### src/hw/rtl/buffer_slot_allocator_core_defines.svh
// Assertion macros shared by the buffer slot allocator RTL
`ifndef BUFFER_SLOT_ALLOCATOR_CORE_DEFINES_SVH
`define BUFFER_SLOT_ALLOCATOR_CORE_DEFINES_SVH

`ifndef NO_ASSERTIONS

// Antecedent implies consequent in the same cycle
`define BSA_ASSERT_IMP(lbl, ante, cons) \
	lbl: assert property (@(posedge clk) disable iff (!arst_n) (ante) |-> (cons)) \
		else $error("bsa check failed");

// Antecedent implies consequent in the next cycle
`define BSA_ASSERT_NXT(lbl, ante, cons) \
	lbl: assert property (@(posedge clk) disable iff (!arst_n) (ante) |=> (cons)) \
		else $error("bsa check failed");

`else

`define BSA_ASSERT_IMP(lbl, ante, cons)
`define BSA_ASSERT_NXT(lbl, ante, cons)

`endif

`endif

### src/hw/rtl/bsa_pkg.sv
// Types and constants for the buffer slot allocator
package bsa_pkg;

	localparam int unsigned SLOT_OUT_W = 5;
	localparam logic [31:0] VERSION_VALUE = 32'd1;
	localparam logic [31:0] FEATURES_VALUE = 32'd0;

	typedef enum logic [2:0] {
		MD_VERSION  = 3'd0,
		MD_FEATURES = 3'd1,
		MD_NEW      = 3'd2,
		MD_DISPOSE  = 3'd3,
		MD_GET_SIZE = 3'd4,
		MD_XFER     = 3'd5
	} mode_t;

	typedef enum logic [2:0] {
		ST_OK         = 3'd0,
		ST_NO_SLOT    = 3'd1,
		ST_SLOT_FREE  = 3'd2,
		ST_NONE_FREE  = 3'd3,
		ST_BEYOND_END = 3'd4,
		ST_UNKNOWN    = 3'd5
	} status_t;

endpackage

### src/hw/rtl/bsa_first_free.sv
// Lowest-free-slot priority encoder over the allocated mask
module bsa_first_free import bsa_pkg::*; #(
	parameter int unsigned N = 32,
	parameter int unsigned IDX_W = 5
) (
	input  logic [N-1:0]     used,
	output logic             found,
	output logic [IDX_W-1:0] idx,
	output logic [N-1:0]     onehot
);

	logic [N-1:0] free_bits;

	// Isolate the lowest set bit of the free mask
	assign free_bits = ~used;
	assign onehot = free_bits & (~free_bits + N'(1));
	assign found = |free_bits;

	// Encode the one-hot grant into an index
	always_comb begin
		idx = '0;
		for (int unsigned i = 0; i < N; i++) begin
			if (onehot[i]) begin
				idx = idx | IDX_W'(i);
			end
		end
	end

endmodule

### src/hw/rtl/buffer_slot_allocator_core.sv
// Top level of the buffer slot allocator: command decode, slot state, result register
//
// Channel | Direction | Handshake          | Beat contents
// in      | input     | in_valid/in_ready  | mode, slot, byte_count, byte_offset
// out     | output    | out_valid/out_ready| status, slot_out, value
//
// One beat is accepted per cycle while in_ready is high; each result becomes valid once its
// command has passed the input register and then the result register, which it enters when
// that register is free or drained, through the combinational decode, priority encode and size table access.
// Reset clears the allocated mask (every slot free); the size table is not cleared.
// With out_ready low the result holds, the input register takes one more beat,
// then in_ready drops until the result is taken.
`include "buffer_slot_allocator_core_defines.svh"

module buffer_slot_allocator_core import bsa_pkg::*; #(
	parameter int unsigned NUM_SLOTS = 32
) (
	input  logic                  clk,
	input  logic                  arst_n,
	input  logic                  in_valid,
	output logic                  in_ready,
	input  logic [2:0]            mode,
	input  logic [15:0]           slot,
	input  logic [31:0]           byte_count,
	input  logic [31:0]           byte_offset,
	output logic                  out_valid,
	input  logic                  out_ready,
	output logic [2:0]            status,
	output logic [SLOT_OUT_W-1:0] slot_out,
	output logic [31:0]           value
);

	localparam int unsigned IDX_W = (NUM_SLOTS > 1) ? $clog2(NUM_SLOTS) : 1;

	// Input register
	logic        valid_s1;
	logic [2:0]  mode_s1;
	logic [15:0] slot_s1;
	logic [31:0] count_s1;
	logic [31:0] offset_s1;

	// Slot state
	logic [NUM_SLOTS-1:0] alloc_q;
	logic [NUM_SLOTS-1:0] alloc_d;
	logic [31:0]          sizes_q [NUM_SLOTS];

	// Result register
	logic                  out_valid_q;
	status_t               status_q;
	logic [SLOT_OUT_W-1:0] slot_out_q;
	logic [31:0]           value_q;

	// Decode
	logic                  advance;
	logic                  in_range;
	logic                  in_use;
	logic [IDX_W-1:0]      slot_idx;
	logic [31:0]           size_rd;
	status_t               check_st;
	logic [32:0]           xfer_end;
	logic                  free_found;
	logic [IDX_W-1:0]      free_idx;
	logic [NUM_SLOTS-1:0]  free_onehot;
	logic                  size_wr;
	status_t               status_d;
	logic [SLOT_OUT_W-1:0] slot_out_d;
	logic [31:0]           value_d;

	// Advance the input stage when the result register is free or being drained
	assign advance = valid_s1 && (!out_valid_q || out_ready);
	assign in_ready = !valid_s1 || advance;

	always_ff @(posedge clk or negedge arst_n) begin
		if (!arst_n) begin
			valid_s1 <= 1'b0;
		end else if (in_ready) begin
			valid_s1 <= in_valid;
		end
	end

	// Capture the input beat
	always_ff @(posedge clk) begin
		if (in_valid && in_ready) begin
			mode_s1 <= mode;
			slot_s1 <= slot;
			count_s1 <= byte_count;
			offset_s1 <= byte_offset;
		end
	end

	bsa_first_free #(
		.N     (NUM_SLOTS),
		.IDX_W (IDX_W)
	) u_first_free (
		.used   (alloc_q),
		.found  (free_found),
		.idx    (free_idx),
		.onehot (free_onehot)
	);

	// Check the named slot and read its size
	assign in_range = slot_s1 < 16'(NUM_SLOTS);
	assign slot_idx = slot_s1[IDX_W-1:0];
	assign in_use = in_range && alloc_q[slot_idx];
	assign size_rd = in_range ? sizes_q[slot_idx] : 32'd0;
	assign xfer_end = {1'b0, offset_s1} + {1'b0, count_s1};

	always_comb begin
		if (!in_range) begin
			check_st = ST_NO_SLOT;
		end else if (!in_use) begin
			check_st = ST_SLOT_FREE;
		end else begin
			check_st = ST_OK;
		end
	end

	// Decode the command into a result and the next mask
	always_comb begin
		status_d = ST_OK;
		slot_out_d = '0;
		value_d = '0;
		alloc_d = alloc_q;
		size_wr = 1'b0;
		case (mode_s1)
			MD_VERSION: begin
				value_d = VERSION_VALUE;
			end
			MD_FEATURES: begin
				value_d = FEATURES_VALUE;
			end
			MD_NEW: begin
				if (free_found) begin
					slot_out_d = SLOT_OUT_W'(free_idx);
					alloc_d = alloc_q | free_onehot;
					size_wr = 1'b1;
				end else begin
					status_d = ST_NONE_FREE;
				end
			end
			MD_DISPOSE: begin
				status_d = check_st;
				if (check_st == ST_OK) begin
					alloc_d[slot_idx] = 1'b0;
				end
			end
			MD_GET_SIZE: begin
				status_d = check_st;
				if (check_st == ST_OK) begin
					value_d = size_rd;
				end
			end
			MD_XFER: begin
				status_d = check_st;
				if (check_st == ST_OK && xfer_end > {1'b0, size_rd}) begin
					status_d = ST_BEYOND_END;
				end
			end
			default: begin
				status_d = ST_UNKNOWN;
			end
		endcase
	end

	// Update the allocated mask
	always_ff @(posedge clk or negedge arst_n) begin
		if (!arst_n) begin
			alloc_q <= '0;
		end else if (advance) begin
			alloc_q <= alloc_d;
		end
	end

	// Record the size of a newly granted slot
	always_ff @(posedge clk) begin
		if (advance && size_wr) begin
			sizes_q[free_idx] <= count_s1;
		end
	end

	// Hold the result until taken
	always_ff @(posedge clk or negedge arst_n) begin
		if (!arst_n) begin
			out_valid_q <= 1'b0;
		end else if (advance) begin
			out_valid_q <= 1'b1;
		end else if (out_ready) begin
			out_valid_q <= 1'b0;
		end
	end

	always_ff @(posedge clk) begin
		if (advance) begin
			status_q <= status_d;
			slot_out_q <= slot_out_d;
			value_q <= value_d;
		end
	end

	assign out_valid = out_valid_q;
	assign status = status_q;
	assign slot_out = slot_out_q;
	assign value = value_q;

	// A grant marks its slot allocated
	`BSA_ASSERT_NXT(a_new_sets_bit, advance && size_wr, alloc_q[$past(free_idx)])
	// A good dispose leaves its slot free
	`BSA_ASSERT_NXT(a_dispose_clears, advance && mode_s1 == MD_DISPOSE && status_d == ST_OK, !alloc_q[$past(slot_idx)])
	// None free is reported only with a full mask
	`BSA_ASSERT_IMP(a_none_free_full, advance && status_d == ST_NONE_FREE, &alloc_q)

endmodule
### config.mk
export PLATFORM = sky130hd
export DESIGN_NAME = buffer_slot_allocator_core
export DESIGN_NICKNAME = d
export VERILOG_FILES = /design/src/hw/rtl/bsa_pkg.sv /design/src/hw/rtl/bsa_first_free.sv /design/src/hw/rtl/buffer_slot_allocator_core.sv
export VERILOG_INCLUDE_DIRS = /design/src /design/src/hw/rtl
export SDC_FILE = /design/constraint.sdc
export NUM_CORES = 1
export LEC_CHECK = 0
export BUFFER_PORTS_ARGS = -buffer_cell sky130_fd_sc_hd__buf_2
export CAP_MARGIN = 25
export CORE_ASPECT_RATIO = 1.75
export CORE_MARGIN = 2
export CORE_UTILIZATION = 35
export CTS_CLUSTER_DIAMETER = 30
export CTS_CLUSTER_SIZE = 28
export DETAILED_ROUTE_END_ITERATION = 8
export GPL_TIMING_DRIVEN = 0
export MAX_ROUTING_LAYER = met4
export PLACE_DENSITY = 0.62
export SYNTH_ARGS = -nofsm -noshare
export SYNTH_HDL_FRONTEND = slang
export SYNTH_SLANG_ARGS = --single-unit
### constraint.sdc
create_clock -name clk -period 3.96 [get_ports clk]
set_input_delay 0.198 -clock clk [delete_from_list [all_inputs] [get_ports clk]]
set_output_delay 0.198 -clock clk [all_outputs]
set_load 0.02 [all_outputs]
==> results of run 1 <==
==> critical path, delay by kind of cell (launching register included) <==
kind                     cells  cell delay (ns)
flip-flops                   1             0.41
buffers and inverters        2             0.96
AND/OR/NAND/NOR              3             0.38
multiplexers                 3             1.24
adder cells (fa/ha/maj)      1             0.29
AO/OA/AOI/OAI                5             1.07
==> layer usage <==
metal | GRT usage | share of wire | vias up
li1 | - | - | 10765
met5 | - | 0 | -
met3 | 0.0367 | 0.069 | 335
met2 | 0.359 | 0.53 | 1271
met4 | 0.0933 | 0.046 | 0
met1 | 0.235 | 0.36 | 13904
==> cells in the mapped netlist, types with 23 or more instances <==
cell      instances
a21oi_1          63
dfrtp_1          34
buf_2            31
edfxtp_1       1147
ha_1             64
nor2_1          110
mux4_2          326
nand2_1         101
a21o_1           23
nand3_1          29
mux2_2           33
clkbuf_1         45
o21ai_0          32
==> final timing paths <==
| path | cells past startpoint | slack [ns] | to |
|---|---|---|---|
| worst max-delay path | 14 | -0.66 | status[2] |
| worst min-delay path | 2 | 0.03 | valid_s1 |
| worst max register to register | 14 | -0.66 | status[2] |
| worst min register to register | 1 | 0.54 | out_valid |
| max in group asynchronous | 2 | 3.35 | alloc_q[12] |
| min in group clk | 2 | 0.10 | offset_s1[23] |
==> placed cells by master (no fill, tap or decap), drive strengths merged, types with 10 or more instances in the layout <==
cell	count
ha	64
clkbuf	234
nand2b	12
dlygate4sd3	87
nand2	101
nor2	110
nand3	29
a21o	23
nand4	13
a31oi	10
nor3	20
clkinv	61
mux4	328
buf	319
a21oi	64
inv	63
mux2	33
o21ai	34
nor2b	13
clkinvlp	15
bufinv	17
dfrtp	34
xnor2	16
edfxtp	1147
and3	15
xor2	12
==> where the power goes <==
part / internal (mW) / leakage (nW) / total [mW] / switching, mW
Clock: 9.51 / 2.90 / 15.6 / 6.12
Sequential: 13.9 / 10.9 / 14.1 / 0.121
Combinational: 1.28 / 6.05 / 2.94 / 1.66
Total: 24.7 / 19.8 / 32.6 / 7.90
==> cell type report <==
class,instances,area (µm²),share of cell area
antenna,1,2.50,0.0000416
buffer,98,519,0.00864
clock buffer,189,4470,0.0744
clock inverter,134,1540,0.0256
inverter,22,85.1,0.00142
multi-input combinational,1003,12300,0.204
sequential,1186,35400,0.589
tap,1810,2260,0.0377
timing repair buffer,354,3570,0.0594
==> state kept, by name, indices dropped and copies added, names as in the netlist, 5 cells and up, named ones only <==
register and flops:
sizes_q 1024, value 32, slot_out 5, offset_s1 32
count_s1 32, slot_s1 16, alloc_q 32
==> what timing repair did <==
action	in CTS	in global routing
gates resized for setup	56	17
buffers inserted	62	15
hold endpoints to repair	124	0
pin swaps	24	16
hold buffers	87	0
endpoints found under the setup margin	586	113
==> kinds of logic (layout without fill, tap and decap cells) <==
| logic type | after synthesis | in the layout | synth area share |
|---|---|---|---|
| buffers and inverters | 120 | 797 | 0.0113 |
| other | 0 | 1 | 0 |
| muxes | 362 | 362 | 0.163 |
| xor gates and xnor gates | 28 | 28 | 0.00513 |
| adders and majority gates | 65 | 65 | 0.0172 |
| AOI/OAI and AO/OA | 196 | 196 | 0.0268 |
| DFF | 1186 | 1186 | 0.741 |
| and+or+nand+nor | 352 | 352 | 0.0362 |
==> flow_results.xml, run 1 <==
<?xml version="1.0" encoding="UTF-8"?>
<metrics>
  <group name="outcome">
    <metric name="outcome" unit="">finished, violations left</metric>
    <metric name="failed_checks" unit="">setup timing</metric>
  </group>
  <group name="layout">
    <metric name="finalCoreUtilization" unit="">0.443</metric>
    <metric name="final_layout_size_suffix_gt1_frac" unit="">0.358</metric>
    <metric name="fill_cells" unit="">11554</metric>
    <metric name="final_cell_area" unit="mm²">0.0601</metric>
    <metric name="num-nets-final" unit="">2988</metric>
    <metric name="area_growth_syn_to_layout" unit="%">25.8</metric>
    <metric name="finish.cell_count_without_fillers" unit="">4797</metric>
  </group>
  <group name="sta">
    <metric name="final-hold-violation-count" unit="">0</metric>
    <metric name="unrepaired_setup_endpoints_after_global_routing" unit="">true</metric>
    <metric name="tightest_slew" unit="ns">1.04</metric>
    <metric name="setup_violations" unit="">1</metric>
    <metric name="fin_setup_tns" unit="ns">-0.662</metric>
    <metric name="max_freq" unit="GHz">0.216</metric>
    <metric name="tightest_slew_margin_relative_to_the_limit" unit="">0.310</metric>
    <metric name="fin_worst_skew" unit="ns">0.0436</metric>
    <metric name="finalWorstPathRequiredPeriod" unit="ns">4.62</metric>
    <metric name="fin_ws" unit="ns">-0.662</metric>
    <metric name="final.period_utilization" unit="">1.17</metric>
    <metric name="final-max-slew-violation-count" unit="">0</metric>
    <metric name="fin_worst_hold_slack" unit="ns">0.0321</metric>
  </group>
  <group name="clock_network">
    <metric name="ctsHtreeMaxLevel" unit="">4</metric>
    <metric name="clk_pin_slew" unit="ns">0.06</metric>
    <metric name="tritoncts" unit="">built</metric>
    <metric name="tritoncts_buffer_count" unit="">171</metric>
    <metric name="insertion_delay" unit="ns">0.80</metric>
    <metric name="cts_num_sinks" unit="">1186</metric>
    <metric name="cts_buffer_depth" unit="">3</metric>
    <metric name="clock_root_buffer" unit="">clkbuf_16</metric>
  </group>
  <group name="worst_setup_path">
    <metric name="timing.critical_path.slowest_cell_delay" unit="ns">0.54</metric>
    <metric name="worstPathArrival" unit="ns">5.15</metric>
    <metric name="timing.critical_path.cells" unit="">clkbuf_2 &gt; clkdlybuf4s18_2 &gt; mux4_2 &gt; mux4_2 &gt; mux2_2 &gt; nand2_1 &gt; ha_1 &gt; a21o_1 &gt; a21oi_1 &gt; nor2b_1 &gt; o31ai_1 &gt; nand3_1 &gt; o22ai_1 &gt; a21oi_2</metric>
    <metric name="critical-path-slowest-cell" unit="">clkdlybuf4s18_2</metric>
    <metric name="critPathMostFrequentCell" unit="">mux4_2</metric>
    <metric name="setup.worst_path.class" unit="">flip-flop to flip-flop</metric>
    <metric name="worst-endpoint-required" unit="ns">4.49</metric>
    <metric name="worst_setup_path_start_kind" unit="">flip-flop</metric>
    <metric name="worst_setup_path_end_kind" unit="">flip-flop</metric>
    <metric name="critical_path.max_fanout" unit="">10</metric>
  </group>
  <group name="power">
    <metric name="p_leak" unit="nW">19.8</metric>
    <metric name="vdd_ir_drop_max" unit="mV">0.348</metric>
    <metric name="report.power.total" unit="mW">32.6</metric>
    <metric name="p_per_area" unit="mW/mm²">543</metric>
  </group>
  <group name="drt">
    <metric name="drt.antenna.violating_nets" unit="">0</metric>
    <metric name="detailed_route_wire_length" unit="µm">141000</metric>
    <metric name="initialDrtViolationCount" unit="">2926</metric>
    <metric name="post-route-drc-count" unit="">0</metric>
    <metric name="vias" unit="">26275</metric>
    <metric name="drt_pass1_iterations" unit="">5</metric>
    <metric name="wl_per_cell" unit="µm">29.4</metric>
    <metric name="drt-vias-per-instance" unit="">5.48</metric>
  </group>
  <group name="placement">
    <metric name="dpl-instance-area" unit="mm²">0.0520</metric>
    <metric name="buffer_ports.inserted" unit="">128</metric>
    <metric name="hpwl" unit="µm">93200</metric>
    <metric name="dpl_worst_slack" unit="ns">-1.97</metric>
    <metric name="placed_cells_incl_taps" unit="">4302</metric>
    <metric name="place.gp.congestion" unit="">0.936</metric>
  </group>
  <group name="synthesis">
    <metric name="synthesis.nets" unit="">2461</metric>
    <metric name="synth_register_bits" unit="">1186</metric>
    <metric name="yosysSeqAreaShare" unit="">0.741</metric>
    <metric name="synth_enable_flop_cells" unit="">1147</metric>
    <metric name="yosys_warnings" unit="">0</metric>
    <metric name="synthesis.instances" unit="">2309</metric>
    <metric name="synth_top_flop_cell" unit="">edfxtp_1</metric>
    <metric name="ys_types" unit="">74</metric>
    <metric name="mappedNetlistArea" unit="mm²">0.0478</metric>
    <metric name="avgSynthCellArea" unit="µm²">20.7</metric>
    <metric name="async_reset_ff_frac" unit="">0.0287</metric>
    <metric name="top_post_synthesis_cells_by_area" unit="">edfxtp_1 72%, mux4_2 15%, dfrtp_1 1.8%</metric>
    <metric name="library_cell_occupying_the_most_area_in_the_post_synthesis_netlist" unit="">edfxtp_1</metric>
    <metric name="post-synth-top-area-fraction" unit="">0.721</metric>
  </group>
  <group name="global_routing">
    <metric name="number_of_global_route_vias_before_repair" unit="">27436</metric>
    <metric name="track_usage" unit="">0.208</metric>
    <metric name="grt_start_max_net_pins" unit="">51</metric>
    <metric name="grt_first_pass_wirelength" unit="µm">199000</metric>
    <metric name="gr-total-overflow" unit="">0</metric>
    <metric name="antenna_found_initial" unit="">3</metric>
  </group>
  <group name="die">
    <metric name="coreArea" unit="mm²">0.136</metric>
    <metric name="rows" unit="">179</metric>
    <metric name="starting_utilization_of_the_core_area" unit="">0.352</metric>
    <metric name="io-pin-count" unit="">129</metric>
    <metric name="floorplan.die.width" unit="µm">283</metric>
    <metric name="die-area" unit="mm²">0.140</metric>
    <metric name="vertical_die_dimension" unit="µm">493</metric>
  </group>
  <group name="min_path">
    <metric name="holdCritPathClass" unit="">input pin to async pin</metric>
  </group>
  <group name="flow_run">
    <metric name="count_of_max_cap_constraint_violations" unit="">0</metric>
  </group>
</metrics>
No activity file was read; power rests on OpenSTA's default activity.
==> run 2: changes to the inputs <==
- CORE_ASPECT_RATIO: 1.75 -> default
- PLACE_DENSITY: 0.62 -> 0.6
- clock period: 3.96 -> 4.7 ns (I/O delays scaled with it)
==> flow_results.xml, run 2 (synthesis gave the netlist of run 1 again) <==
<?xml version="1.0" encoding="UTF-8"?>
<metrics>
  <group name="placement">
    <metric name="dpl-instance-area" unit="mm²">0.0520</metric>
    <metric name="buffer_ports.inserted" unit="">128</metric>
    <metric name="place.gp.congestion" unit="">0.863</metric>
    <metric name="hpwl" unit="µm">90400</metric>
  </group>
  <group name="global_routing">
    <metric name="grt_start_max_net_pins" unit="">47</metric>
    <metric name="grt_first_pass_wirelength" unit="µm">196000</metric>
    <metric name="antenna_found_initial" unit="">4</metric>
    <metric name="track_usage" unit="">0.203</metric>
    <metric name="gr-total-overflow" unit="">0</metric>
    <metric name="gr-usage-met3" unit="">0.0453</metric>
    <metric name="number_of_global_route_vias_before_repair" unit="">26939</metric>
    <metric name="grt.met2_usage" unit="">0.307</metric>
    <metric name="grt.busiest_layer" unit="">met2</metric>
    <metric name="grt_util_met1" unit="">0.280</metric>
  </group>
  <group name="layout">
    <metric name="finalCoreUtilization" unit="">0.455</metric>
    <metric name="final_layout_size_suffix_gt1_frac" unit="">0.370</metric>
    <metric name="area_growth_syn_to_layout" unit="%">28.9</metric>
    <metric name="fill_cells" unit="">11322</metric>
    <metric name="final_cell_area" unit="mm²">0.0616</metric>
    <metric name="largest_register_ff_count" unit="">1024</metric>
    <metric name="largest_register" unit="">sizes_q</metric>
    <metric name="mostFrequentLayoutCells" unit="">1147 x edfxtp_1, 326 x mux4_2, 222 x clkbuf_16</metric>
    <metric name="num-nets-final" unit="">3011</metric>
    <metric name="leading_cell_type_in_the_layout_fill_and_taps_excluded" unit="">edfxtp_1</metric>
  </group>
  <group name="die">
    <metric name="vertical_die_dimension" unit="µm">374</metric>
    <metric name="floorplan.die.width" unit="µm">374</metric>
    <metric name="die-area" unit="mm²">0.140</metric>
    <metric name="io-pin-count" unit="">129</metric>
    <metric name="coreArea" unit="mm²">0.135</metric>
    <metric name="starting_utilization_of_the_core_area" unit="">0.353</metric>
    <metric name="rows" unit="">135</metric>
  </group>
  <group name="sta">
    <metric name="final.period_utilization" unit="">0.996</metric>
    <metric name="tightest_slew" unit="ns">1.03</metric>
    <metric name="tightest_slew_margin_relative_to_the_limit" unit="">0.311</metric>
    <metric name="unrepaired_setup_endpoints_after_global_routing" unit="">true</metric>
    <metric name="finalWorstPathRequiredPeriod" unit="ns">4.68</metric>
    <metric name="setup_violations" unit="">0</metric>
    <metric name="fin_worst_hold_slack" unit="ns">0.0430</metric>
    <metric name="fin_worst_skew" unit="ns">0.0529</metric>
    <metric name="fin_setup_tns" unit="ns">0</metric>
    <metric name="max_freq" unit="GHz">0.214</metric>
    <metric name="final-hold-violation-count" unit="">0</metric>
    <metric name="final-max-slew-violation-count" unit="">0</metric>
  </group>
  <group name="power">
    <metric name="p_leak" unit="nW">20.5</metric>
    <metric name="p_per_area" unit="mW/mm²">500</metric>
    <metric name="vdd_ir_drop_max" unit="mV">0.350</metric>
  </group>
  <group name="min_path">
    <metric name="holdCritPathClass" unit="">input pin to async pin</metric>
  </group>
  <group name="worst_setup_path">
    <metric name="worst-endpoint-required" unit="ns">5.32</metric>
    <metric name="worst_setup_path_start_kind" unit="">flip-flop</metric>
    <metric name="setup.worst_path.class" unit="">flip-flop to flip-flop</metric>
    <metric name="worst-r2r-cell-count" unit="">14</metric>
    <metric name="worst_setup_path_end_kind" unit="">flip-flop</metric>
    <metric name="regToRegEndpoint" unit="">status[2]</metric>
    <metric name="critical_path.max_fanout" unit="">10</metric>
    <metric name="timing.reg2reg.setup_slack" unit="ns">0.02</metric>
    <metric name="worstPathArrival" unit="ns">5.30</metric>
  </group>
  <group name="drt">
    <metric name="post-route-drc-count" unit="">0</metric>
    <metric name="drt.antenna.violating_nets" unit="">0</metric>
    <metric name="vias" unit="">26588</metric>
    <metric name="drt-vias-per-instance" unit="">5.49</metric>
    <metric name="detailed_route_wire_length" unit="µm">139000</metric>
    <metric name="initialDrtViolationCount" unit="">3310</metric>
    <metric name="wl_per_cell" unit="µm">28.6</metric>
    <metric name="drt_pass1_iterations" unit="">6</metric>
  </group>
  <group name="clock_network">
    <metric name="tritoncts_buffer_count" unit="">221</metric>
    <metric name="clock_root_buffer" unit="">clkbuf_16</metric>
    <metric name="clk_pin_slew" unit="ns">0.06</metric>
    <metric name="cts_num_sinks" unit="">1186</metric>
    <metric name="cts_buffer_depth" unit="">3</metric>
    <metric name="insertion_delay" unit="ns">0.83</metric>
    <metric name="tritoncts" unit="">built</metric>
    <metric name="ctsHtreeMaxLevel" unit="">4</metric>
  </group>
  <group name="outcome">
    <metric name="outcome" unit="">finished, final reports clean</metric>
  </group>
  <group name="flow_run">
    <metric name="count_of_max_cap_constraint_violations" unit="">0</metric>
  </group>
</metrics>
run 2: cell types whose count changed in the layout (fill, tap and decap cells not counted), sizes merged:
cell / change
clkbuf: +49
buf: -29
clkinv: +22
bufinv: +19
clkinvlp: +17
inv: -4
clkdlybuf4s15: +1
clkdlybuf4s18: -1
run 2: cell type report:
class	count	area [µm²]	area share
multi-input cells	1003	12200	0.198
plain buffers	97	524	0.00851
flip-flops and latches	1186	35400	0.574
diodes	1	2.50	0.0000406
clock buffers	236	5610	0.0910
repair buffers	328	3190	0.0518
clock inverters	188	2370	0.0385
well taps	1781	2230	0.0362
inverters	22	85.1	0.00138
run 2: worst max-delay path: stages, from the launching register on:
cell	delay, ns
dfxtp_1	0.46
clkbuf_2	0.37
clkbuf_2	0.50
mux4_2	0.40
mux4_2	0.52
mux2_2	0.28
nand2_1	0.26
ha_1	0.20
nand4_1	0.16
nor4_2	0.40
buf_2	0.27
o31ai_1	0.10
nand3_1	0.09
o22ai_1	0.10
a21oi_2	0.33
run 2: metal layers:
metal  wire [µm]  vias up
met5           0        -
met4        2550        0
met3       12300      192
met2       65200     1290
met1       58600    14221
li1            -    10885
run 2: how the worst max path moves through the flow:
stage / to / slack [ns] / cells after the start
4_1_cts: status[2] / 0.005 / 13
2_1_floorplan: status[2] / 0.56 / 19
6_report: status[2] / 0.02 / 14
3_5_place_dp: status[2] / -2.18 / 18
3_3_place_gp: status[2] / -2.72 / 17
5_1_grt: status[2] / -0.05 / 22
run 2: repair_timing:
| item | 4_1_cts | 5_1_grt |
|---|---|---|
| pin swaps | 7 | 9 |
| resized for setup | 54 | 21 |
| hold buffers | 87 | 0 |
| buffers inserted | 38 | 14 |
| endpoints found under the setup margin | 1 | 6 |
| hold endpoints to repair | 124 | 0 |
run 2: metrics by stage:
stage / total power [mW] / setup WS, ns / cells
2_1_floorplan: 13.5 / 0.560 / 2309
3_3_place_gp: 14.2 / -2.72 / 4218
3_5_place_dp: 14.3 / -2.18 / 4273
4_1_cts: 31.0 / 0.00461 / 4821
5_1_grt: 31.7 / -0.0453 / 4842
6_report: 30.8 / 0.0201 / 4842
run 2: where the power goes:
group          leakage [nW]  switching (mW)  internal (mW)  total (mW)
Combinational          5.84            1.32           1.06        2.38
Sequential             10.9           0.124           11.8        11.9
Clock                  3.80            5.78           10.8        16.6
Total                  20.5            7.22           23.6        30.8
==> run 3: changes to the inputs <==
- CORE_UTILIZATION: 35 -> 26
- PLACE_DENSITY: 0.6 -> 0.5
==> flow_results.xml, run 3 (synthesis gave the netlist of run 1 again) <==
<?xml version="1.0" encoding="UTF-8"?>
<metrics>
  <group name="global_routing">
    <metric name="antenna_found_initial" unit="">4</metric>
    <metric name="gr-total-overflow" unit="">0</metric>
    <metric name="grt_start_max_net_pins" unit="">59</metric>
    <metric name="grt_first_pass_wirelength" unit="µm">200000</metric>
    <metric name="track_usage" unit="">0.157</metric>
    <metric name="number_of_global_route_vias_before_repair" unit="">26746</metric>
  </group>
  <group name="outcome">
    <metric name="outcome" unit="">finished, final reports clean</metric>
  </group>
  <group name="sta">
    <metric name="max_freq" unit="GHz">0.220</metric>
    <metric name="finalWorstPathRequiredPeriod" unit="ns">4.55</metric>
    <metric name="final.period_utilization" unit="">0.967</metric>
    <metric name="final-max-slew-violation-count" unit="">0</metric>
    <metric name="tightest_slew_margin_relative_to_the_limit" unit="">0.330</metric>
    <metric name="tightest_slew" unit="ns">1.01</metric>
    <metric name="fin_worst_skew" unit="ns">0.105</metric>
    <metric name="fin_setup_tns" unit="ns">0</metric>
    <metric name="setup_violations" unit="">0</metric>
    <metric name="final-hold-violation-count" unit="">0</metric>
    <metric name="fin_ws" unit="ns">0.154</metric>
  </group>
  <group name="clock_network">
    <metric name="clk_pin_slew" unit="ns">0.05</metric>
    <metric name="insertion_delay" unit="ns">0.85</metric>
    <metric name="cts_num_sinks" unit="">1186</metric>
    <metric name="clock_root_buffer" unit="">clkbuf_16</metric>
    <metric name="ctsHtreeMaxLevel" unit="">4</metric>
    <metric name="cts_buffer_depth" unit="">3</metric>
    <metric name="tritoncts_buffer_count" unit="">229</metric>
    <metric name="tritoncts" unit="">built</metric>
  </group>
  <group name="die">
    <metric name="starting_utilization_of_the_core_area" unit="">0.261</metric>
    <metric name="coreArea" unit="mm²">0.183</metric>
    <metric name="vertical_die_dimension" unit="µm">433</metric>
    <metric name="die-area" unit="mm²">0.187</metric>
    <metric name="rows" unit="">157</metric>
    <metric name="floorplan.die.width" unit="µm">433</metric>
    <metric name="io-pin-count" unit="">129</metric>
  </group>
  <group name="layout">
    <metric name="fill_cells" unit="">17189</metric>
    <metric name="leading_cell_type_in_the_layout_fill_and_taps_excluded" unit="">edfxtp_1</metric>
    <metric name="largest_register_ff_count" unit="">1024</metric>
    <metric name="area_growth_syn_to_layout" unit="%">31.4</metric>
    <metric name="num-nets-final" unit="">3011</metric>
    <metric name="final_layout_size_suffix_gt1_frac" unit="">0.368</metric>
    <metric name="largest_register" unit="">sizes_q</metric>
    <metric name="mostFrequentLayoutCells" unit="">1147 x edfxtp_1, 326 x mux4_2, 229 x clkbuf_16</metric>
    <metric name="finish.cell_count_without_fillers" unit="">5533</metric>
  </group>
  <group name="worst_setup_path">
    <metric name="critical_path.max_fanout" unit="">10</metric>
    <metric name="critical_path.n_buffers_inverters" unit="">3</metric>
    <metric name="worst-endpoint-required" unit="ns">5.31</metric>
    <metric name="setup.worst_path.class" unit="">flip-flop to flip-flop</metric>
    <metric name="critical-path-slowest-cell" unit="">mux4_2</metric>
    <metric name="timing.critical_path.slowest_cell_delay" unit="ns">0.57</metric>
    <metric name="timing.critical_path.cells" unit="">buf_2 &gt; buf_6 &gt; buf_2 &gt; mux4_2 &gt; mux4_2 &gt; mux2_2 &gt; nand2_1 &gt; ha_1 &gt; nand4_1 &gt; nor4_4 &gt; o31ai_2 &gt; nand3_1 &gt; o22ai_1 &gt; a21oi_2</metric>
    <metric name="worst_setup_path_end_kind" unit="">flip-flop</metric>
    <metric name="worstPathArrival" unit="ns">5.16</metric>
    <metric name="worst_setup_path_start_kind" unit="">flip-flop</metric>
    <metric name="timing.critical_path.max_delay_family" unit="">multiplexers</metric>
  </group>
  <group name="power">
    <metric name="vdd_ir_drop_max" unit="mV">0.367</metric>
    <metric name="p_per_area" unit="mW/mm²">497</metric>
    <metric name="p_leak" unit="nW">20.7</metric>
  </group>
  <group name="placement">
    <metric name="place.gp.congestion" unit="">0.864</metric>
    <metric name="hpwl" unit="µm">95000</metric>
    <metric name="buffer_ports.inserted" unit="">128</metric>
    <metric name="dpl_worst_slack" unit="ns">-1.75</metric>
    <metric name="placed_cells_incl_taps" unit="">4954</metric>
  </group>
  <group name="flow_run">
    <metric name="count_of_max_cap_constraint_violations" unit="">0</metric>
  </group>
  <group name="drt">
    <metric name="drt.antenna.violating_nets" unit="">0</metric>
    <metric name="met2WireLength" unit="µm">73600</metric>
    <metric name="met3_wirelength" unit="µm">6440</metric>
    <metric name="initialDrtViolationCount" unit="">2187</metric>
    <metric name="post-route-drc-count" unit="">0</metric>
    <metric name="topRoutingLayerUsed" unit="">met4</metric>
    <metric name="vias" unit="">25433</metric>
    <metric name="drt-vias-per-instance" unit="">4.60</metric>
    <metric name="detailed_route_wire_length" unit="µm">143000</metric>
    <metric name="wl_per_cell" unit="µm">25.8</metric>
    <metric name="drt_pass1_iterations" unit="">5</metric>
    <metric name="met1_wirelength" unit="µm">57200</metric>
  </group>
  <group name="min_path">
    <metric name="holdCritPathClass" unit="">input pin to async pin</metric>
  </group>
</metrics>
-- run 3: cell count changes in the layout (fill, tap and decap cells not counted), moves of 4 or more --
cell | previous run | this run
inv_6 | 31 | 22
clkinv_16 | 7 | 11
clkbuf_16 | 222 | 229
buf_16 | 11 | 19
clkbuf_1 | 38 | 46
buf_2 | 153 | 146
clkinv_2 | 29 | 39
-- run 3: worst paths after layout --
kind	startpoint	to	slack, ns	depth (start not counted)
min	arst_n	out_valid	0.08	2
max reg2reg	flip-flop	status[2]	0.15	14
max in group asynchronous	arst_n	alloc_q[15]	4.01	2
min reg2reg	count_s1[24]	sizes_q[31][24]	0.50	0
max	flip-flop	status[2]	0.15	14
min in group clk	byte_offset[9]	offset_s1[9]	0.11	2
-- run 3: final cells by class --
class	instances	area [µm²]	share of cell area
Buffer	98	562	0.00895
Multi-Input combinational cell	1003	12200	0.194
Antenna cell	4	10.0	0.000159
Clock inverter	185	2380	0.0379
Inverter	22	87.6	0.00139
Timing Repair Buffer	319	3260	0.0519
Sequential cell	1186	35400	0.564
Clock buffer	252	5830	0.0928
Tap cell	2464	3080	0.0491
-- run 3: repair_timing --
item | CTS | global route
resized for setup | 69 | 17
setup endpoints to repair | 1 | 1
cloned | 0 | 0
pin swaps | 1 | 9
hold buffers | 87 | 0
endpoints found under the hold margin | 124 | 0
buffers inserted | 24 | 15
-- run 3: where the power goes --
part | internal, mW | switching (mW)
sequential | 11.8 | 0.117
clock | 11.0 | 5.87
combinational | 1.08 | 1.31
total | 23.9 | 7.29
-- run 3: stage by stage --
step           instance area (µm²)  power, mW  utilization  hold WS (ns)
2_1_floorplan                47800       13.5            -       -0.0606
3_3_place_gp                 51500       14.3        0.282         0.382
3_5_place_dp                 52800       14.3        0.289         0.394
4_1_cts                      62300       31.4        0.340        0.0396
5_1_grt                      62800       32.1        0.343        0.0677
6_report                     62800       31.2        0.343        0.0796
-- run 3: worst reg2reg max path, delay by kind of cell (launching register included) --
family                     cells  cell delay, ns
muxes                          3            1.30
adders and majority gates      1            0.21
DFF                            1            0.30
and+or+nand+nor                4            1.04
buffers and inverters          3            0.88
AOI/OAI and AO/OA              3            0.60
-- run 3: routing by layer --
layer  vias to the layer above  GRT usage
li1                      10844          -
met1                     13561      0.184
met2                       769      0.267
met3                       259     0.0264
met4                         0     0.0624
met5                         -          -
